### src/rtl/nzwa_pkg.sv
// ----------------------------------------------------------------------------
// nzwa_pkg
// Shared constants for the non-zero window average block: window length and
// the widths of the sample, running sum, non-zero count and divider counter.
// ----------------------------------------------------------------------------
package nzwa_pkg;

    // Number of samples held in the window (2 .. 256)
    localparam int WINDOW   = 8;

    // Range reading width; the mean of such readings fits the same width
    localparam int SAMPLE_W = 16;

    // Running sum of up to WINDOW readings
    localparam int SUM_W    = SAMPLE_W + $clog2(WINDOW);

    // Count of non-zero readings, 0 .. WINDOW
    localparam int CNT_W    = $clog2(WINDOW + 1);

    // Divider step counter, one quotient bit per step
    localparam int STEP_W   = $clog2(SAMPLE_W);

endpackage

### src/rtl/nonzero_window_average_top.sv
// ----------------------------------------------------------------------------
// nonzero_window_average_top
// Mean of the non-zero range readings over the last WINDOW samples; zero
// readings mean no echo and are left out. Empty window gives zero and a flag.
// ----------------------------------------------------------------------------
//  Channel   Direction  Handshake          Payload
//  input     in         i_valid / o_stall  i_sample
//  result    out        o_valid / i_stall  o_average, o_empty_res
//
//  A transaction runs from acceptance to the result register in order:
//  load the divider, SAMPLE_W steps of the restoring divider, see the
//  divider finish, write the result. The delay line, sum and count
//  advance at the accepting edge itself. The next transaction is taken
//  only after the result is written. The divider is the only iterative
//  unit.
//  Reset (synchronous, active low) clears the window, sum, count and control.
//  A new transaction is accepted while a finished result still waits; the
//  next result waits for the output register to drain under i_stall.
// ----------------------------------------------------------------------------
module nonzero_window_average_top
    import nzwa_pkg::*;
(
    input  logic                i_clk,
    input  logic                i_rst_n,
    input  logic                i_valid,
    output logic                o_stall,
    input  logic [SAMPLE_W-1:0] i_sample,
    output logic                o_valid,
    input  logic                i_stall,
    output logic [SAMPLE_W-1:0] o_average,
    output logic                o_empty_res
);

    typedef enum logic [3:0] {
        S_IDLE = 4'b0001,
        S_LOAD = 4'b0010,
        S_DIV  = 4'b0100,
        S_DONE = 4'b1000
    } t_state;

    t_state              r_state;
    t_state              n_state;
    logic [SUM_W-1:0]    r_sum;
    logic [SUM_W-1:0]    n_sum;
    logic [CNT_W-1:0]    r_cnt;
    logic [CNT_W-1:0]    n_cnt;
    logic                r_out_valid;
    logic                n_out_valid;
    logic [SAMPLE_W-1:0] r_average;
    logic [SAMPLE_W-1:0] n_average;
    logic                r_empty;
    logic                n_empty;

    logic                accept;
    logic                out_free;
    logic                div_done;
    logic [SAMPLE_W-1:0] quotient;
    logic [SAMPLE_W-1:0] tap [WINDOW+1];

    assign accept   = i_valid && (r_state == S_IDLE);
    assign out_free = !r_out_valid || !i_stall;

    // Delay line: newest reading enters at the head, oldest leaves at the tail
    assign tap[0] = i_sample;

    for (genvar g = 0; g < WINDOW; g++) begin : g_cell
        nzwa_cell u_cell (
            .i_clk   (i_clk),
            .i_rst_n (i_rst_n),
            .i_shift (accept),
            .i_data  (tap[g]),
            .o_data  (tap[g+1])
        );
    end

    // Drop the outgoing reading and add the incoming one
    always_comb begin
        n_sum = r_sum;
        n_cnt = r_cnt;
        if (accept) begin
            n_sum = r_sum + SUM_W'(i_sample) - SUM_W'(tap[WINDOW]);
            n_cnt = r_cnt + CNT_W'(i_sample != '0) - CNT_W'(tap[WINDOW] != '0);
        end
    end

    nzwa_div u_div (
        .i_clk      (i_clk),
        .i_rst_n    (i_rst_n),
        .i_start    (r_state == S_LOAD),
        .i_dividend (r_sum),
        .i_divisor  (r_cnt),
        .o_done     (div_done),
        .o_quotient (quotient)
    );

    // Sequence one transaction through the divider and into the result register
    always_comb begin
        n_state     = r_state;
        n_out_valid = r_out_valid && i_stall;
        n_average   = r_average;
        n_empty     = r_empty;
        unique case (r_state)
            S_IDLE: begin
                if (accept) begin
                    n_state = S_LOAD;
                end
            end
            S_LOAD: begin
                n_state = S_DIV;
            end
            S_DIV: begin
                if (div_done) begin
                    n_state = S_DONE;
                end
            end
            S_DONE: begin
                if (out_free) begin
                    n_out_valid = 1'b1;
                    n_empty     = (r_cnt == '0);
                    n_average   = (r_cnt == '0) ? '0 : quotient;
                    n_state     = S_IDLE;
                end
            end
            default: begin
                n_state = S_IDLE;
            end
        endcase
    end

    always_ff @(posedge i_clk) begin
        if (!i_rst_n) begin
            r_state     <= S_IDLE;
            r_sum       <= '0;
            r_cnt       <= '0;
            r_out_valid <= 1'b0;
        end else begin
            r_state     <= n_state;
            r_sum       <= n_sum;
            r_cnt       <= n_cnt;
            r_out_valid <= n_out_valid;
        end
    end

    // Result payload needs no reset
    always_ff @(posedge i_clk) begin
        r_average <= n_average;
        r_empty   <= n_empty;
    end

    assign o_stall     = (r_state != S_IDLE);
    assign o_valid     = r_out_valid;
    assign o_average   = r_average;
    assign o_empty_res = r_empty;

endmodule

### src/rtl/nzwa_cell.sv
// ----------------------------------------------------------------------------
// nzwa_cell
// One stage of the sample delay line. Holds one reading and takes its
// neighbour's reading whenever the line advances.
// ----------------------------------------------------------------------------
module nzwa_cell
    import nzwa_pkg::*;
(
    input  logic                i_clk,
    input  logic                i_rst_n,
    input  logic                i_shift,
    input  logic [SAMPLE_W-1:0] i_data,
    output logic [SAMPLE_W-1:0] o_data
);

    logic [SAMPLE_W-1:0] r_data;
    logic [SAMPLE_W-1:0] n_data;

    // Take the younger neighbour's reading on advance, otherwise hold
    always_comb begin
        n_data = r_data;
        if (i_shift) begin
            n_data = i_data;
        end
    end

    // Window starts out as all zeros (no echo)
    always_ff @(posedge i_clk) begin
        if (!i_rst_n) begin
            r_data <= '0;
        end else begin
            r_data <= n_data;
        end
    end

    assign o_data = r_data;

endmodule

### src/rtl/nzwa_div.sv
// ----------------------------------------------------------------------------
// nzwa_div
// Restoring divider for the window mean: one quotient bit per cycle, giving
// floor(sum / count) over SAMPLE_W steps after a start pulse.
// ----------------------------------------------------------------------------
module nzwa_div
    import nzwa_pkg::*;
(
    input  logic                i_clk,
    input  logic                i_rst_n,
    input  logic                i_start,
    input  logic [SUM_W-1:0]    i_dividend,
    input  logic [CNT_W-1:0]    i_divisor,
    output logic                o_done,
    output logic [SAMPLE_W-1:0] o_quotient
);

    logic                r_busy;
    logic                n_busy;
    logic [STEP_W-1:0]   r_step;
    logic [STEP_W-1:0]   n_step;
    logic [CNT_W-1:0]    r_rem;
    logic [CNT_W-1:0]    n_rem;
    logic [SAMPLE_W-1:0] r_quo;
    logic [SAMPLE_W-1:0] n_quo;
    logic [CNT_W-1:0]    r_div;
    logic [CNT_W-1:0]    n_div;
    logic                r_done;
    logic                n_done;
    logic [CNT_W:0]      trial;
    logic                fits;

    // Partial remainder with the next dividend bit brought down
    assign trial = {r_rem, r_quo[SAMPLE_W-1]};
    assign fits  = (trial >= (CNT_W + 1)'(r_div));

    // Load on start, then shift one quotient bit in per cycle.
    // The quotient fits SAMPLE_W bits, so the bits above it seed the remainder.
    always_comb begin
        n_busy = r_busy;
        n_step = r_step;
        n_rem  = r_rem;
        n_quo  = r_quo;
        n_div  = r_div;
        n_done = 1'b0;
        if (i_start) begin
            n_busy = 1'b1;
            n_step = STEP_W'(SAMPLE_W - 1);
            n_rem  = CNT_W'(i_dividend >> SAMPLE_W);
            n_quo  = i_dividend[SAMPLE_W-1:0];
            n_div  = i_divisor;
        end else if (r_busy) begin
            if (fits) begin
                n_rem = CNT_W'(trial - (CNT_W + 1)'(r_div));
            end else begin
                n_rem = CNT_W'(trial);
            end
            n_quo = {r_quo[SAMPLE_W-2:0], fits};
            if (r_step == '0) begin
                n_busy = 1'b0;
                n_done = 1'b1;
            end else begin
                n_step = r_step - STEP_W'(1);
            end
        end
    end

    always_ff @(posedge i_clk) begin
        if (!i_rst_n) begin
            r_busy <= 1'b0;
            r_done <= 1'b0;
            r_step <= '0;
        end else begin
            r_busy <= n_busy;
            r_done <= n_done;
            r_step <= n_step;
        end
    end

    // Datapath registers need no reset
    always_ff @(posedge i_clk) begin
        r_rem <= n_rem;
        r_quo <= n_quo;
        r_div <= n_div;
    end

    assign o_done     = r_done;
    assign o_quotient = r_quo;

endmodule
### config.mk
export PLATFORM = sky130hd
export DESIGN_NAME = nonzero_window_average_top
export DESIGN_NICKNAME = d
export VERILOG_FILES = /design/src/rtl/nzwa_pkg.sv /design/src/rtl/nonzero_window_average_top.sv /design/src/rtl/nzwa_cell.sv /design/src/rtl/nzwa_div.sv
export SDC_FILE = /design/constraint.sdc
export NUM_CORES = 1
export LEC_CHECK = 0
export ABC_AREA = 1
export BUFFER_PORTS_ARGS = -buffer_cell sky130_fd_sc_hd__buf_2
export CORE_MARGIN = 10
export CORE_UTILIZATION = 61
export DETAILED_ROUTE_END_ITERATION = 10
export HOLD_SLACK_MARGIN = 0.15
export PLACE_DENSITY = 0.9
export SLEW_MARGIN = 0
export SYNTH_ARGS = -nofsm -noshare
export SYNTH_HDL_FRONTEND = slang
export SYNTH_SLANG_ARGS = --single-unit
### constraint.sdc
create_clock -name i_clk -period 3 [get_ports i_clk]
set_input_delay 0 -clock i_clk [delete_from_list [all_inputs] [get_ports i_clk]]
set_output_delay 0 -clock i_clk [all_outputs]
set_load 0.05 [all_outputs]
After elaboration in Yosys (flattened, before gate mapping)
Index checks and enable logic that the tools add are counted.
- flip-flop bits (word level): 203
- input bits: 20
- word-level logic and storage cells: 71
- output and inout bits: 19
- reduce and logical (&&, ||, !) cells: 14
- bitwise gates (word level): 2
- muxes and demuxes: 18
- add/subtract/negate cells: 6
- order comparisons: 1
- equality and inequality tests: 9
- operators by type and width (kind ; number):
    $mux W16 ; 2
    $reduce_bool A16 Y1 ; 2
    $mux W4 ; 7
    $add A19 B16 Y19 ; 1
    $sub A19 B16 Y19 ; 1
    $pmux W4 S4 ; 1
    $logic_not A4 Y1 ; 2
    $mux W1 ; 6
    $mux W3 ; 2
    $ge A5 B4 Y1 ; 1
    $add A4 B1 Y4 ; 1
    $eq A4 B1 Y1 const B ; 1
    $eq A4 B2 Y1 const B ; 1
    $eq A4 B3 Y1 const B ; 1
    $eq A4 B4 Y1 const B ; 1
    $ne A2 B1 Y1 const B ; 2
    $ne A2 B2 Y1 const B ; 2
    $ne A4 B1 Y1 const B ; 1
    $reduce_and A2 Y1 ; 2
    $sub A4 B1 Y4 ; 1
    $sub A4 B1 Y4 const B ; 1
    $sub A4 B4 Y4 ; 1
    $reduce_and A3 Y1 ; 1
    $reduce_or A3 Y1 ; 1
    other kinds (5) ; 8

Logic depth before layout (Yosys ltp)
- depth after elaboration: 4
- gate-level depth with buffers: 16
- gate-level depth less buffers: 16

Modules after synthesis
A second synthesis with hierarchy kept.
- cells, all modules: 1461
- area, all modules: 10369.9 µm²
- by module, submodules not included (module ; cells each ; sequential area each (µm²) ; instances ; area an instance (µm²)):
    nzwa_cell ; 101 ; 320.3 ; 8 ; 674.4
    nonzero_window_average_top ; 487 ; 1071.0 ; 1 ; 3480.8
    nzwa_div ; 166 ; 830.8 ; 1 ; 1493.9

Worst setup path after synthesis
OpenSTA, ideal clock, no wires.
- path type: reg2reg
- start point: register r_sum[1]
- end point: register r_sum[16]
- arrival time: 2004 ps
- path buffers: 0
- data required time: 2891 ps
- setup time: 109 ps
- period minus slack after synthesis: 2113 ps
- cell stages (with the launch flop): 15
- setup slack: 887 ps
- cells stage by stage: dfxtp_1 > inv_1 > fa_1 > inv_1 > fa_1 > nand3_1 > nand3_1 > nand2_1 > nand2_1 > nand2_1 > nand2_1 > nand2_1 > nand3_1 > nand2_1 > inv_1
- word-level cells in the longest chain between the ends: 2
- ends and longest elaborated chain (item ; line ; RTL):
    start, declared ; nonzero_window_average_top.sv:43 ; logic [SUM_W-1:0] r_sum;
    start signal, assigned ; nonzero_window_average_top.sv:138 ; r_sum <= n_sum;
    $add A19 B16 Y19 ; nonzero_window_average_top.sv:81 ; n_sum = r_sum + SUM_W'(i_sample) - SUM_W'(tap[WINDOW]);
    $sub A19 B16 Y19 ; nonzero_window_average_top.sv:81 ;
No other way between the ends.
A chain may end at the register's enable or synchronous reset.

Worst setup path after layout
- start point: register r_state[0]
- end point: register g_cell[0].u_cell.r_data[11]
- word-level cells in the longest chain between the ends: 2
- ends and longest elaborated chain (item ; line ; RTL):
    start, declared ; nonzero_window_average_top.sv:41 ; t_state r_state;
    start signal, assigned ; nonzero_window_average_top.sv:137 ; r_state <= n_state;
    $eq A4 B1 Y1 ; nonzero_window_average_top.sv:60 ; assign accept = i_valid && (r_state == S_IDLE);
    $logic_and A1 B1 Y1 ; nonzero_window_average_top.sv:60 ;
    end signal, assigned ; nzwa_cell.sv:32 ; r_data <= n_data;
    end, declared ; nzwa_cell.sv:16 ; logic [SAMPLE_W-1:0] r_data;
No other way between the ends.

==> results.txt <==
# Post-CTS Setup Buffers: 0
Leak: 0.004405 uW
1st-pass router iterations: 7
ratio of total power to cell area: 721.7 nW/um^2
final clock skew: 28.75 ps
H-tree level count: 1
# setup viols final: 0
endpoint required time on the critical path: 3450 ps
max-slew violations: 0
floorplan die area: 20290 sq um
Worst setup SP type: flop
Worst Slack Setup Final: 504.6 ps
pin count of the biggest net entering global routing: 144
maximum root-to-sink buffer count: 3
Global Route Usage Sum: 19.69%
final-layout setup total negative slack: 0 ps
Core ar.: 14590 sq um
CP cell instances: inv_1, nor2_1, nand3_4, inv_4, buf_4, o21ai_0, a21oi_1, dlygate4sd3_1
relative max-transition margin: 34.63%
number of hold violations in the final report: 0
combinational cell fraction of total power: 24.5%
number of global-route vias before repair: 7163
Routed WL per cell: 14.57 um
Filler Cells Inserted: 1095
post-synthesis cell type count: 30
via count: 7589
Period Utilization, post-route: 83.18%
top cell type by total area after synthesis: sky130_fd_sc_hd__dfxtp_1
upper clock frequency limit: 400.7 MHz
Reg power frac: 40.6%
placement-stage worst setup slack: 594.7 ps
die height: 142.5 um
clock-pin slew reported for the worst setup and hold paths after clock tree synthesis: 60 ps
Finished Core Util: 71.54%
final weighted congestion in routability-driven placement: 0.9278
RSZ-0062 raised after global routing: no
largest fanout on the critical path: 54
global-route wire length before repair: 33780 um
TritonCTS Buffers: 21
sequential cell area fraction in the yosys report: 48.80%
category of the critical setup timing path: flop to flop
global route total overflow: 0
number of antenna violations at the first check in global routing: 0
clock latency on the worst-skew pair: 510 ps
result of the run: finished clean
Cells after Synth: 1153
WP data arrival: 2950 ps
main area contributors after synthesis: sky130_fd_sc_hd__dfxtp_1, sky130_fd_sc_hd__nand2_1, sky130_fd_sc_hd__edfxtp_1
Clock Sink Count: 203
number of remaining DRC errors: 0
max cap viols: 0
commonest non-fill, non-tap cells in the layout: sky130_fd_sc_hd__nand2_1, sky130_fd_sc_hd__a21oi_1, sky130_fd_sc_hd__dfxtp_1
cell area after synthesis: 9148 sq um
Core Rows: 44
root buf cell: sky130_fd_sc_hd__clkbuf_16
worst hold start: i_stall
CP startpoint: r_state[0]$_SDFFE_PN1P_
count of buffers from port buffering: 38
crit-path max cell delay: 550 ps
final net count: 1270
Synth top area share: 35.67%
synth warn: 0
type of the worst min-delay path: input port to flop
fraction of layout instances using a drive strength above 1: 6.984%
critical path capture point type: flop
number of antenna diodes: 0
post-detailed-route via-to-cell ratio: 5.417
DRT Wirelength: 20410 um
critical-path cell with the highest stage delay: sky130_fd_sc_hd__dlygate4sd3_1
share of total power consumed by net switching: 31.19%
synthesis-to-layout area growth: 14.10%
Fin Hold WS: 341.5 ps
commonest non-fill, non-tap cell in the layout: sky130_fd_sc_hd__nand2_1
mean instance size in the synthesized netlist: 7.934 sq um
Peak VDD IR: 0.0005323 V
beginning of the worst register-to-register path: r_state[0]$_SDFFE_PN1P_
Starting Density: 62.70%
minimum clock period: 2495 ps
die extent in x: 142.5 um
NetSw: 2350 uW
number of I/O pins: 39
Worst Max-Slew Pin Slew: 980.5 ps
clock network power share: 34.9%
Initial DRC Count: 613
flip-flop and latch count after synthesis: 203
CP Buf/Inv Count: 4
total internal power: 5183 uW
synthesized netlist net count: 1220
ANT nets after route: 0
total half-perimeter wirelength after legalization and detailed placement: 12910 um
TritonCTS clock tree: done
cell type group with the largest total delay on the critical path: buffers and inverters
==> metal layers <==
metal	vias to the layer above	track usage, %	share of wire, %
li1	3776	-	-
met5	-	0	0
met3	54	3.471	6.9
met1	3490	24.93	43
met2	269	32.88	47
met4	0	7.188	2.9
==> power groups by stage <==
stage	Combinational, uW	Sequential [uW]	Clock [uW]
final	1840	3060	2630
after CTS	1810	3050	2670
after floorplan	1380	3110	0
after detailed placement	1740	3110	0
after global placement	1700	3100	0
after global routing	2090	3070	2780
==> tightest hold or removal path: cells and delay by family <==
family / cells / cell delay, ps
buffers and inverters: 2 / 660
AND/OR/NAND/NOR: 1 / 60
AO/OA/AOI/OAI: 1 / 60
==> kinds of logic (layout without fill, tap and decap cells) <==
| kind of cell | count (synthesis) | in the layout | share of synthesized area (%) |
|---|---|---|---|
| AO/OA/AOI/OAI | 238 | 238 | 13.23 |
| XOR/XNOR | 11 | 11 | 1.053 |
| adder cells (fa/ha/maj) | 47 | 47 | 7.906 |
| buffers and inverters | 204 | 268 | 9.411 |
| flip-flops | 203 | 203 | 48.80 |
| AND/OR/NAND/NOR | 450 | 450 | 19.60 |
==> final cells by class <==
type | count | area, sq um | share of cell area [%]
clock inverters | 4 | 51.30 | 0.4915
multi-input cells | 746 | 3830 | 36.69
well taps | 184 | 230.2 | 2.206
clock buffers | 33 | 655.6 | 6.281
inverters | 150 | 568.0 | 5.442
flip-flops and latches | 203 | 4464 | 42.77
repair buffers | 81 | 638.1 | 6.114
==> path summary, 6_finish.rpt <==
| check | end | slack [ps] | cells past startpoint |
|---|---|---|---|
| worst max-delay path | g_cell[0].u_cell.o_data[11]$_SDFFE_PN0P_ | 500 | 8 |
| worst min-delay path | o_valid$_SDFF_PN0_ | 340 | 4 |
| worst max register to register | g_cell[0].u_cell.o_data[11]$_SDFFE_PN0P_ | 500 | 8 |
| worst min register to register | g_cell[5].u_cell.o_data[3]$_SDFFE_PN0P_ | 440 | 2 |
==> state kept, by name (all words and copies together), names as in the netlist, 4 cells and up <==
signal and cells:
g_cell.u_cell.o_data 128, r_state 4, u_div.o_quotient 16, o_average 16, u_div.r_rem 4, u_div.r_step 4, u_div.r_div 4, r_sum 19
r_cnt 4
==> Yosys cell counts <==
cell,n
sky130_fd_sc_hd__a211oi_1,1
sky130_fd_sc_hd__a21oi_1,172
sky130_fd_sc_hd__a31oi_1,1
sky130_fd_sc_hd__and2_1,1
sky130_fd_sc_hd__buf_1,2
sky130_fd_sc_hd__buf_2,16
sky130_fd_sc_hd__buf_6,10
sky130_fd_sc_hd__clkbuf_1,26
sky130_fd_sc_hd__dfxtp_1,163
sky130_fd_sc_hd__edfxtp_1,40
sky130_fd_sc_hd__fa_1,18
sky130_fd_sc_hd__ha_1,29
sky130_fd_sc_hd__inv_1,148
sky130_fd_sc_hd__inv_2,2
sky130_fd_sc_hd__nand2_1,342
sky130_fd_sc_hd__nand3_1,33
sky130_fd_sc_hd__nand3_2,1
sky130_fd_sc_hd__nand3b_1,1
sky130_fd_sc_hd__nand4_1,5
sky130_fd_sc_hd__nor2_1,49
sky130_fd_sc_hd__nor2_2,1
sky130_fd_sc_hd__nor3_1,9
sky130_fd_sc_hd__nor3_2,1
sky130_fd_sc_hd__nor4_1,6
sky130_fd_sc_hd__o211ai_1,5
sky130_fd_sc_hd__o21ai_0,58
sky130_fd_sc_hd__o31ai_1,1
sky130_fd_sc_hd__or2_2,1
sky130_fd_sc_hd__xnor2_1,4
sky130_fd_sc_hd__xor2_1,7
==> what timing repair did <==
action / 4_1_cts / 5_1_grt
resized for setup: 0 / 0
hold buffers: 35 / 0
endpoints found under the hold margin: 58 / 0
==> metrics by stage <==
step | instance area [sq um] | total power (uW) | cells
global placement | 9380 | 4801 | 1329
detailed placement | 9380 | 4843 | 1329
floorplan | 9148 | 4488 | 1153
finish | 10440 | 7533 | 1401
CTS | 10440 | 7537 | 1401
global route | 10440 | 7943 | 1401
No activity file was read; power rests on OpenSTA's default activity.
